==> src/sv/bkl_pkg.sv <==
// ----------------------------------------------------------------------------
// bkl_pkg
// shared types and codes of the bounded keyed list unit
// ----------------------------------------------------------------------------
package bkl_pkg;

  localparam int unsigned CAPACITY = 16;

  typedef enum logic [1:0] {
    CMD_INS_FRONT = 2'd0,
    CMD_INS_BACK  = 2'd1,
    CMD_REMOVE    = 2'd2,
    CMD_SEARCH    = 2'd3
  } cmd_e;

  typedef enum logic [1:0] {
    ST_OK        = 2'd0,
    ST_FULL      = 2'd1,
    ST_EMPTY     = 2'd2,
    ST_NOT_FOUND = 2'd3
  } status_e;

  typedef struct packed {
    logic [15:0] id;
    logic [31:0] payload;
  } rec_t;

  typedef struct packed {
    status_e     status;
    logic [3:0]  position;
    logic [31:0] payload;
    logic [4:0]  total;
    logic        empty;
  } result_t;

endpackage

==> src/sv/bkl_mem.sv <==
// ----------------------------------------------------------------------------
// bkl_mem
// record store, one write and one registered read port
// ----------------------------------------------------------------------------
module bkl_mem #(
  parameter int unsigned Depth = bkl_pkg::CAPACITY,
  parameter int unsigned AddrW = 4
) (
  input  logic             clk_i,
  input  logic             we_i,
  input  logic [AddrW-1:0] waddr_i,
  input  bkl_pkg::rec_t    wdata_i,
  input  logic             re_i,
  input  logic [AddrW-1:0] raddr_i,
  output bkl_pkg::rec_t    rdata_o
);

  bkl_pkg::rec_t mem [Depth];
  bkl_pkg::rec_t rdata_q;

  always_ff @(posedge clk_i) begin
    if (we_i) begin
      mem[waddr_i] <= wdata_i;
    end
    if (re_i) begin
      rdata_q <= mem[raddr_i];
    end
  end

  assign rdata_o = rdata_q;

endmodule

==> src/sv/bkl_seq.sv <==
// ----------------------------------------------------------------------------
// bkl_seq
// command sequencer: scans, shifts and writes back the record store
// ----------------------------------------------------------------------------
module bkl_seq #(
  parameter int unsigned Capacity = bkl_pkg::CAPACITY,
  parameter int unsigned AddrW    = 4,
  parameter int unsigned CntW     = 5
) (
  input  logic              clk_i,
  input  logic              rst_ni,
  input  logic              in_valid_i,
  output logic              in_stall_o,
  input  bkl_pkg::cmd_e     cmd_i,
  input  logic [15:0]       key_id_i,
  input  logic [31:0]       item_payload_i,
  output logic              mem_we_o,
  output logic [AddrW-1:0]  mem_waddr_o,
  output bkl_pkg::rec_t     mem_wdata_o,
  output logic              mem_re_o,
  output logic [AddrW-1:0]  mem_raddr_o,
  input  bkl_pkg::rec_t     mem_rdata_i,
  output logic              res_valid_o,
  input  logic              res_ready_i,
  output bkl_pkg::result_t  res_o
);

  typedef enum logic [5:0] {
    S_IDLE = 6'b000001,
    S_SCAN = 6'b000010,
    S_DOWN = 6'b000100,
    S_UP   = 6'b001000,
    S_HEAD = 6'b010000,
    S_DONE = 6'b100000
  } state_e;

  state_e            state_q, state_d;
  logic [CntW-1:0]   cnt_q, cnt_d;
  logic [CntW-1:0]   ptr_q, ptr_d;
  logic [CntW-1:0]   pidx_q, pidx_d;
  logic              pend_q, pend_d;
  logic              more_q, more_d;
  bkl_pkg::cmd_e     cmd_q, cmd_d;
  logic [15:0]       key_q, key_d;
  logic [31:0]       pay_q, pay_d;
  bkl_pkg::status_e  stat_q, stat_d;
  logic [3:0]        pos_q, pos_d;
  logic [31:0]       fpay_q, fpay_d;

  logic              full;
  logic              hit;
  logic [CntW-1:0]   pnext;
  logic [CntW-1:0]   pprev;

  assign full  = (cnt_q == CntW'(Capacity));
  assign hit   = pend_q && (mem_rdata_i.id == key_q);
  assign pnext = pidx_q + CntW'(1);
  assign pprev = pidx_q - CntW'(1);

  always_comb begin
    state_d     = state_q;
    cnt_d       = cnt_q;
    ptr_d       = ptr_q;
    pidx_d      = pidx_q;
    pend_d      = 1'b0;
    more_d      = more_q;
    cmd_d       = cmd_q;
    key_d       = key_q;
    pay_d       = pay_q;
    stat_d      = stat_q;
    pos_d       = pos_q;
    fpay_d      = fpay_q;
    mem_re_o    = 1'b0;
    mem_raddr_o = ptr_q[AddrW-1:0];
    mem_we_o    = 1'b0;
    mem_waddr_o = '0;
    mem_wdata_o = mem_rdata_i;
    res_valid_o = 1'b0;

    case (state_q)
      S_IDLE: begin
        if (in_valid_i) begin
          cmd_d  = cmd_i;
          key_d  = key_id_i;
          pay_d  = item_payload_i;
          stat_d = bkl_pkg::ST_OK;
          pos_d  = '0;
          fpay_d = '0;
          ptr_d  = '0;
          more_d = 1'b1;
          case (cmd_i)
            bkl_pkg::CMD_INS_FRONT: begin
              if (full) begin
                stat_d  = bkl_pkg::ST_FULL;
                state_d = S_DONE;
              end else if (cnt_q == '0) begin
                state_d = S_HEAD;
              end else begin
                ptr_d   = cnt_q - CntW'(1);
                state_d = S_UP;
              end
            end
            bkl_pkg::CMD_INS_BACK: begin
              if (full) begin
                stat_d = bkl_pkg::ST_FULL;
              end else begin
                mem_we_o    = 1'b1;
                mem_waddr_o = cnt_q[AddrW-1:0];
                mem_wdata_o = '{id: key_id_i, payload: item_payload_i};
                cnt_d       = cnt_q + CntW'(1);
              end
              state_d = S_DONE;
            end
            bkl_pkg::CMD_REMOVE: begin
              if (cnt_q == '0) begin
                stat_d  = bkl_pkg::ST_EMPTY;
                state_d = S_DONE;
              end else begin
                state_d = S_SCAN;
              end
            end
            bkl_pkg::CMD_SEARCH: begin
              if (cnt_q == '0) begin
                stat_d  = bkl_pkg::ST_NOT_FOUND;
                state_d = S_DONE;
              end else begin
                state_d = S_SCAN;
              end
            end
            default: begin
              state_d = S_DONE;
            end
          endcase
        end
      end
      S_SCAN: begin
        if (ptr_q < cnt_q) begin
          mem_re_o = 1'b1;
          pidx_d   = ptr_q;
          pend_d   = 1'b1;
          ptr_d    = ptr_q + CntW'(1);
        end
        if (hit) begin
          fpay_d = mem_rdata_i.payload;
          pend_d = 1'b0;
          if (cmd_q == bkl_pkg::CMD_SEARCH) begin
            pos_d   = 4'(pidx_q);
            state_d = S_DONE;
          end else if (pnext < cnt_q) begin
            ptr_d   = pnext;
            state_d = S_DOWN;
          end else begin
            cnt_d   = cnt_q - CntW'(1);
            state_d = S_DONE;
          end
        end else if (pend_q && (ptr_q >= cnt_q)) begin
          stat_d  = bkl_pkg::ST_NOT_FOUND;
          pend_d  = 1'b0;
          state_d = S_DONE;
        end
      end
      S_DOWN: begin
        if (ptr_q < cnt_q) begin
          mem_re_o = 1'b1;
          pidx_d   = ptr_q;
          pend_d   = 1'b1;
          ptr_d    = ptr_q + CntW'(1);
        end
        if (pend_q) begin
          mem_we_o    = 1'b1;
          mem_waddr_o = pprev[AddrW-1:0];
          mem_wdata_o = mem_rdata_i;
          if (ptr_q >= cnt_q) begin
            cnt_d   = cnt_q - CntW'(1);
            pend_d  = 1'b0;
            state_d = S_DONE;
          end
        end
      end
      S_UP: begin
        if (more_q) begin
          mem_re_o = 1'b1;
          pidx_d   = ptr_q;
          pend_d   = 1'b1;
          if (ptr_q == '0) begin
            more_d = 1'b0;
          end else begin
            ptr_d = ptr_q - CntW'(1);
          end
        end
        if (pend_q) begin
          mem_we_o    = 1'b1;
          mem_waddr_o = pnext[AddrW-1:0];
          mem_wdata_o = mem_rdata_i;
          if (!more_q) begin
            state_d = S_HEAD;
          end
        end
      end
      S_HEAD: begin
        mem_we_o    = 1'b1;
        mem_waddr_o = '0;
        mem_wdata_o = '{id: key_q, payload: pay_q};
        cnt_d       = cnt_q + CntW'(1);
        state_d     = S_DONE;
      end
      S_DONE: begin
        res_valid_o = 1'b1;
        if (res_ready_i) begin
          state_d = S_IDLE;
        end
      end
      default: begin
        state_d = S_IDLE;
      end
    endcase
  end

  always_ff @(posedge clk_i or negedge rst_ni) begin
    if (!rst_ni) begin
      state_q <= S_IDLE;
      cnt_q   <= '0;
      pend_q  <= 1'b0;
      more_q  <= 1'b0;
    end else begin
      state_q <= state_d;
      cnt_q   <= cnt_d;
      pend_q  <= pend_d;
      more_q  <= more_d;
    end
  end

  always_ff @(posedge clk_i) begin
    ptr_q  <= ptr_d;
    pidx_q <= pidx_d;
    cmd_q  <= cmd_d;
    key_q  <= key_d;
    pay_q  <= pay_d;
    stat_q <= stat_d;
    pos_q  <= pos_d;
    fpay_q <= fpay_d;
  end

  assign in_stall_o     = (state_q != S_IDLE);
  assign res_o.status   = stat_q;
  assign res_o.position = pos_q;
  assign res_o.payload  = fpay_q;
  assign res_o.total    = 5'(cnt_q);
  assign res_o.empty    = (cnt_q == '0);

endmodule

==> src/sv/bounded_keyed_list_unit.sv <==
// ----------------------------------------------------------------------------
// bounded_keyed_list_unit
// ordered list of keyed records held in a single-port-read record store
// ----------------------------------------------------------------------------
//  channel  direction  handshake                word
//  in       input      in_valid_i / in_stall_o  cmd, key_id, item_payload
//  out      output     out_valid_o / out_stall_i status, position,
//                                               found_payload, entry_total,
//                                               is_empty
//
//  the single read port of the record store paces every scan and shift;
//  insert front shifts the list up before writing the head, remove shifts
//  the records after the hit down
//  reset clears the record count and control state, not the store; no clearing
//  pass, stale slots are never read
//  a result waits in the output register while the next word is accepted;
//  that word completes once the register is free
// ----------------------------------------------------------------------------
module bounded_keyed_list_unit #(
  parameter int unsigned CAPACITY = bkl_pkg::CAPACITY
) (
  input  logic        clk_i,
  input  logic        rst_ni,
  input  logic        in_valid_i,
  output logic        in_stall_o,
  input  logic [1:0]  cmd_i,
  input  logic [15:0] key_id_i,
  input  logic [31:0] item_payload_i,
  output logic        out_valid_o,
  input  logic        out_stall_i,
  output logic [1:0]  status_o,
  output logic [3:0]  position_o,
  output logic [31:0] found_payload_o,
  output logic [4:0]  entry_total_o,
  output logic        is_empty_o
);

  localparam int unsigned AddrW = (CAPACITY > 1) ? $clog2(CAPACITY) : 1;
  localparam int unsigned CntW  = $clog2(CAPACITY + 1);

  logic              mem_we;
  logic [AddrW-1:0]  mem_waddr;
  bkl_pkg::rec_t     mem_wdata;
  logic              mem_re;
  logic [AddrW-1:0]  mem_raddr;
  bkl_pkg::rec_t     mem_rdata;

  logic              res_valid;
  logic              res_ready;
  bkl_pkg::result_t  res;

  logic              out_valid_q;
  bkl_pkg::result_t  out_q;

  bkl_mem #(
    .Depth (CAPACITY),
    .AddrW (AddrW)
  ) u_mem (
    .clk_i   (clk_i),
    .we_i    (mem_we),
    .waddr_i (mem_waddr),
    .wdata_i (mem_wdata),
    .re_i    (mem_re),
    .raddr_i (mem_raddr),
    .rdata_o (mem_rdata)
  );

  bkl_seq #(
    .Capacity (CAPACITY),
    .AddrW    (AddrW),
    .CntW     (CntW)
  ) u_seq (
    .clk_i          (clk_i),
    .rst_ni         (rst_ni),
    .in_valid_i     (in_valid_i),
    .in_stall_o     (in_stall_o),
    .cmd_i          (bkl_pkg::cmd_e'(cmd_i)),
    .key_id_i       (key_id_i),
    .item_payload_i (item_payload_i),
    .mem_we_o       (mem_we),
    .mem_waddr_o    (mem_waddr),
    .mem_wdata_o    (mem_wdata),
    .mem_re_o       (mem_re),
    .mem_raddr_o    (mem_raddr),
    .mem_rdata_i    (mem_rdata),
    .res_valid_o    (res_valid),
    .res_ready_i    (res_ready),
    .res_o          (res)
  );

  assign res_ready = !out_valid_q || !out_stall_i;

  always_ff @(posedge clk_i or negedge rst_ni) begin
    if (!rst_ni) begin
      out_valid_q <= 1'b0;
    end else if (res_valid && res_ready) begin
      out_valid_q <= 1'b1;
    end else if (!out_stall_i) begin
      out_valid_q <= 1'b0;
    end
  end

  always_ff @(posedge clk_i) begin
    if (res_valid && res_ready) begin
      out_q <= res;
    end
  end

  assign out_valid_o     = out_valid_q;
  assign status_o        = out_q.status;
  assign position_o      = out_q.position;
  assign found_payload_o = out_q.payload;
  assign entry_total_o   = out_q.total;
  assign is_empty_o      = out_q.empty;

  a_full_total : assert property (@(posedge clk_i) disable iff (!rst_ni)
    out_valid_o && (status_o == bkl_pkg::ST_FULL) |-> entry_total_o == 5'(CAPACITY))
    else $error("full status with a short list");

  a_miss_zero : assert property (@(posedge clk_i) disable iff (!rst_ni)
    out_valid_o && (status_o != bkl_pkg::ST_OK) |-> (position_o == '0) && (found_payload_o == '0))
    else $error("failed command returned data");

  a_empty_flag : assert property (@(posedge clk_i) disable iff (!rst_ni)
    out_valid_o && (CAPACITY < 32) |-> is_empty_o == (entry_total_o == '0))
    else $error("empty flag disagrees with count");

  a_busy_before_result : assert property (@(posedge clk_i) disable iff (!rst_ni)
    $rose(out_valid_o) |-> $past(in_stall_o))
    else $error("result loaded while sequencer idle");

endmodule
==> config.mk <==
export PLATFORM = sky130hd
export DESIGN_NAME = bounded_keyed_list_unit
export DESIGN_NICKNAME = d
export VERILOG_FILES = /design/src/sv/bkl_pkg.sv /design/src/sv/bkl_mem.sv /design/src/sv/bkl_seq.sv /design/src/sv/bounded_keyed_list_unit.sv
export SDC_FILE = /design/constraint.sdc
export NUM_CORES = 1
export LEC_CHECK = 0
export CAP_MARGIN = 10
export CORE_ASPECT_RATIO = 2
export CORE_MARGIN = 2
export CORE_UTILIZATION = 40
export CTS_BUF_LIST = sky130_fd_sc_hd__clkbuf_16
export CTS_CLUSTER_SIZE = 8
export DETAILED_ROUTE_END_ITERATION = 10
export DONT_BUFFER_PORTS = 1
export SLEW_MARGIN = 20
export SYNTH_ARGS = -nofsm -noshare
export SYNTH_HDL_FRONTEND = slang
export SYNTH_SLANG_ARGS = --single-unit
==> constraint.sdc <==
create_clock -name clk_i -period 7.1 [get_ports clk_i]
set_input_delay 0.71 -clock clk_i [delete_from_list [all_inputs] [get_ports clk_i]]
set_output_delay 0.71 -clock clk_i [all_outputs]
set_load 0.03 [all_outputs]
After elaboration in Yosys (flattened, before gate mapping)

Memories as Yosys holds them, arrays and structs flattened. A register that Yosys moved wholly into a read port is not among the register bits.
Cells that the tools add are included.

$add $sub $neg: 6
$lt $le $gt $ge: 3
Eq/ne operators: 32
Muxes and demuxes: 85
Reduce and logical (&&, ||, !) cells: 27

Operators with widths:

| operator              | number |
|---|---|
| $mux W48              | 3 |
| $mux W5               | 21 |
| $pmux W48 S2          | 1 |
| $mux W6               | 12 |
| $mux W32              | 2 |
| $pmux W32 S2          | 1 |
| $pmux W5 S4           | 2 |
| $pmux W6 S6           | 1 |
| $mux W4               | 8 |
| $mux W1               | 19 |
| $ne A2 B1 Y1 const B  | 9 |
| $ne A2 B2 Y1 const B  | 9 |
| $pmux W6 S3           | 1 |
| $eq A16 B16 Y1        | 1 |
| $add A5 B1 Y5 const B | 3 |
| $pmux W4 S3           | 1 |
| $reduce_and A4 Y1     | 3 |
| $logic_not A5 Y1      | 2 |
| $lt A5 B5 Y1          | 2 |
| $mux W2               | 5 |
| $pmux W5 S2           | 1 |
| $sub A5 B1 Y5 const B | 2 |
| $reduce_and A9 Y1     | 1 |
| $pmux W4 S2           | 1 |
| 27 further kinds      | 42 |

Register bits: 156
Bits in writable memories: 768
Bits of input ports: 54
Output and inout bits: 46
Logic and storage cells: 172
Memories kept: 1

Memory list:

| memory    | words | width | rd ports | clocked after memory_dff | wr ports | line          | RTL |
|---|---|---|---|---|---|---|---|
| u_mem.mem | 16    | 48    | 1        | 1                        | 1        | bkl_mem.sv:18 | `bkl_pkg::rec_t mem [Depth];` |

Depth between registers and ports, before layout

Depth in word-level cells: 7
Mapped depth: 11
Gate-level depth less buffers: 10

By module

From an unflattened synthesis, not the netlist that was laid out.

Cells, all modules: 1860
Area, all modules: 37608.6 um^2

Modules (own cells, without submodules):

| module                  | instances | cells an instance | area an instance (um^2) |
|---|---|---|---|
| bkl_mem                 | 1         | 1242              | 30171.4 |
| bkl_seq                 | 1         | 570               | 6068.3 |
| bounded_keyed_list_unit | 1         | 48                | 1368.8 |

Worst setup path before layout

OpenSTA, ideal clock, no wires.

Path kind: register to register
Start point: reg u_seq.state_q[5]
End point: reg, netlist name u_mem.rdata_o[0]
Library setup time: 520 ps
Arrival time: 4461 ps
Required time: 6580 ps
Path slack: 2119 ps
Cell stages (with the launch flop): 4
Path through: dfrtp_1 > nor4_1 > nand2_1 > o21ai_0

Cells in the longest elaborated chain, start to end: 3
Elaborated cells between the ends (all ways): 5
Those cells by class: eq/ne: 3; mux: 1; reduce/logical: 1

Ends and longest elaborated chain:

| element                                             | line                          | RTL |
|---|---|---|
| start, declared                                     | bkl_seq.sv:37                 | `state_e state_q, state_d;` |
| start signal, assigned                              | bkl_seq.sv:226                | `state_q <= state_d;` |
| $eq A6 B2 Y1 / $eq A6 B3 Y1 (equally long branches) | bkl_seq.sv:80                 | `case (state_q)` |
| $reduce_or A2 Y1 (no source line)                   | -                             |  |
| $pmux W1 S2 (*)                                     | bkl_seq.sv:80                 |  |
| named net mem_re                                    | bounded_keyed_list_unit.sv:44 | `logic mem_re;` |

Mark *: on every way through the listed nets, which the timed path passes. The rest lies on a longest branch.
A chain may end at the register's enable or synchronous reset.

Worst setup path after layout

Start point: reg u_seq.state_q[5]
End point: mem u_mem.mem[7][18] (netlist bit) (enable)

Cells in the longest elaborated chain, start to end: 5
Elaborated cells between the ends (all ways): 9
Those cells by class: eq/ne: 4; mux: 4; reduce/logical: 1

Ends and longest elaborated chain:

| element                                             | line          | RTL |
|---|---|---|
| $eq A6 B3 Y1 / $eq A6 B4 Y1 (equally long branches) | bkl_seq.sv:80 |  |
| $reduce_or A2 Y1 (no source line)                   | -             |  |
| $pmux W1 S3                                         | bkl_seq.sv:80 |  |
| $mux W1                                             | bkl_mem.sv:22 | `if (we_i) begin` |
| $mux W1 (not written as such)                       | bkl_mem.sv:23 | `mem[waddr_i] <= wdata_i;` |
| end, declared                                       | bkl_mem.sv:18 |  |

Parallel ways exist; a longest one is shown, timed or not.

==> impl_metrics.csv <==
group,metric,value,unit
run_status,status,"finished clean",
timing,timing.final.hold_violations,0,
die,initial_core_util,40.4,%
yosys,synth_cell_types,52,
job,maxCapViolCount,0,
cts,cts_sinks,972,
setup_path,path_cells,"or4_4 > nor4b_4 > and2_2 > a21o_1 > o221ai_1 > nor2_4 > buf_4",
setup_path,critical_path.max_fanout,26,
layout,drive_gt1_share,24.9,%
cts,cts_tree,"yes",
grt,use_met2,33.7,%
timing,period_needed,4430,ps
pwr,p_sw_share,28.8,%
grt,grt_first_pass_wirelength,131000,um
setup_path,slowest_stage,"nor2_4",
pwr,seq_power_share,43.5,%
die,fp.coreArea,0.0929,sq mm
route,vias,17600,
yosys,synth_top_cell_by_area,"edfxtp_1",
grt,met1_usage,22.3,%
setup_path,crit_type,"flop to flop",
layout,post-route-util,46.2,%
timing,setup_tns,0,ps
timing,fin_worst_skew,23.9,ps
timing,post-route-period-util,62.4,%
timing,worst_pin_slew,1160,ps
pwr,p_sw,5200,uW
setup_path,cp-start-kind,"flop",
die,dieWidth,221,um
route,first_iter_violations,1716,
pwr,power.clock.fraction,32.5,%
cts,cts_root_buf,"clkbuf_16",
die,num_rows,158,
cts,post_cts_resized,0,
placed_design,hpwl,47900,um
yosys,synth-async-reset-ratio,1.44,%
pwr,p_int,12900,uW
route,viasPerCell,5.76,
setup_path,crit_buf_inv,1,
die,die_h,437,um
pwr,p_leak,0.0137,uW
yosys,netlist_top_cells_area,"edfxtp_1, mux4_2, nand2_1",
layout,syn2layout_area_growth,14.5,%
yosys,synth-edff-count,958,
yosys,synth.top_cell.area_share,76.7,%
timing,hold_slack,92.8,ps
yosys,synthCells,1734,
layout,nets,1900,
route,wire_per_inst,29.3,um
route,ant_nets,0,
grt,grt_pass1_vias,19100,
cts,post_cts_buffers,0,
cts,htree_levels,4,
timing,fmax,0.226,GHz
yosys,netlist_area,0.0375,sq mm
route,wirelength,89500,um
die,ios,100,
pwr,power_per_cell_area,421,mW/mm^2
hold_path,hp-class,"input pin to flop",
yosys,synthTopCellsByCount,"edfxtp_1, mux4_2, nand2_1",
layout,seqCellArea,0.0291,sq mm
yosys,ys_seq_area_share,77.7,%
cts,clk-insertion-delay-late,710,ps
placed_design,gp_congestion,0.935,
pwr,ir_drop,0.000332,V
setup_path,critPathArrivalTime,4760,ps
yosys,synth-main-ff-cell,"edfxtp_1",
setup_path,cp.required,7430,ps
die,fp.dieArea,0.0964,sq mm
grt,met3_usage,4.08,%
cts,path_clk_slew,50,ps
layout,fillCellCount,7576,
yosys,synth_most_common_cell,"edfxtp_1",
setup_path,critPathTopFamily,"simple AND/OR/NAND/NOR gates",
setup_path,cp_slowest_stage_delay,890,ps
yosys,yosys_warnings,0,
cts,cts_buffers,139,
grt,busiest_layer,"met2",
pwr,pwr-share-comb,24.0,%
grt,grt-ovfl-total,0,
setup_path,worstSetupEndpointType,"flop",
grt,grt_usage,19.0,%
route,dr.pass1.iters,7,
timing,relSlewSlack,22.7,%
yosys,syn-num-nets,1805,
yosys,synth_area_per_cell,21.6,sq um
grt,grt_max_degree,142,
timing,finalSetupViolations,0,
route,drc,0,
timing,drv_slew,0,
yosys,synth-seq-cells,972,
cts,cts_buffer_depth,3,
grt,antenna_found_initial,2,
timing,rsz0062_at_grt,"no",
placed_design,portBuffers,0,
layout,multi_input_area,0.00813,sq mm
-- worst register-to-register path, cell delays in order (launching register included) --
cell      delay (ps)
dfrtp_1          450
or4_4            580
nor4b_4          440
and2_2           580
a21o_1           140
o221ai_1         400
nor2_4           890
buf_4            560
-- cell families after synthesis --
| family | Yosys count | share of synthesized area (%) |
|---|---|---|
| AOI/OAI and AO/OA | 108 | 2.06 |
| xor gates and xnor gates | 37 | 0.864 |
| adders and majority gates | 17 | 0.567 |
| buffers and inverters | 102 | 1.10 |
| DFF | 972 | 77.7 |
| muxes | 243 | 14.5 |
| and+or+nand+nor | 255 | 3.25 |
-- sequential cells by signal, indices dropped and copies added, names as in the netlist, 5 cells and up --
| name | flops |
|---|---|
| entry_total_o | 5 |
| found_payload_o | 32 |
| u_mem.mem | 768 |
| u_mem.rdata_o | 48 |
| u_seq.cnt_q | 5 |
| u_seq.fpay_q | 32 |
| u_seq.key_q | 16 |
| u_seq.pay_q | 32 |
| u_seq.pidx_q | 5 |
| u_seq.ptr_q | 5 |
| u_seq.state_q | 6 |
-- layer usage --
layer,part of all wire (%),wire (um),vias to the layer above
met1,37,32700,9367
li1,-,-,7342
met5,0,0,-
met4,3.5,3150,0
met2,54,48300,712
met3,6.0,5400,195
-- cells in the final DEF (no fill, tap or decap), drive strengths merged, types with 5 or more instances in the layout --
cell / instances
a21oi: 10
a22oi: 55
a31oi: 5
and2: 36
and3: 5
buf: 34
clkbuf: 141
clkinv: 6
dfrtp: 13
edfxtp: 958
ha: 17
inv: 41
mux4: 240
nand2: 121
nand3: 14
nand4: 8
nor2: 36
nor3: 11
o21ai: 9
o221ai: 6
xnor2: 26
xor2: 11
-- timing repair --
action / 4_1_cts / 5_1_grt
setup endpoints to repair: 0 / 0
hold buffers: 1 / 0
endpoints found under the hold margin: 14 / 0
-- final cells by class --
| class | count | area share (%) |
|---|---|---|
| Tap cell | 1200 | 3.50 |
| Sequential cell | 972 | 67.8 |
| Antenna cell | 2 | 0.0117 |
| Clock buffer | 141 | 8.22 |
| Inverter | 21 | 0.184 |
| Multi-Input combinational cell | 660 | 18.9 |
| Clock inverter | 27 | 0.612 |
| Timing Repair Buffer | 35 | 0.694 |
-- power by group through the flow --
| stage | Combinational, uW | Clock (uW) | Sequential [uW] |
|---|---|---|---|
| finish | 4350 | 5880 | 7860 |
| detailed placement | 4410 | 0 | 7960 |
| floorplan | 3120 | 0 | 7850 |
| global route | 4690 | 6210 | 7900 |
| global placement | 4280 | 0 | 7960 |
| CTS | 4430 | 6000 | 7860 |
-- final timing paths --
check,endpoint,slack (ps),startpoint,cells after the start
max in group asynchronous,u_seq.cnt_q[4]$_DFFE_PN0P_,6140,rst_ni,1
min in group asynchronous,u_seq.state_q[2]$_DFFE_PN0P_,500,rst_ni,1
hold reg to reg,found_payload_o[11]$_DFFE_PP_,420,u_seq.fpay_q[11]$_SDFFCE_PN0P_,0
setup / recovery,u_mem.mem[7][18]$_DFFE_PP_,2670,u_seq.state_q[5]$_DFFE_PN0P_,7
hold / removal,u_seq.state_q[0]$_DFFE_PN1P_,90,in_valid_i,1
setup reg to reg,u_mem.mem[7][18]$_DFFE_PP_,2670,u_seq.state_q[5]$_DFFE_PN0P_,7
-- through the flow --
| stage | power (uW) | setup slack [ps] | cells | area (sq um) |
|---|---|---|---|---|
| CTS | 18300 | 2600 | 3056 | 42900 |
| global route | 18800 | 2370 | 3057 | 42900 |
| finish | 18100 | 2670 | 3058 | 42900 |
| detailed placement | 12400 | 2610 | 2887 | 39100 |
| global placement | 12200 | 2730 | 2886 | 39100 |
| floorplan | 11000 | 2120 | 1734 | 37500 |
Note: power is estimated with default switching activity, not from simulation.
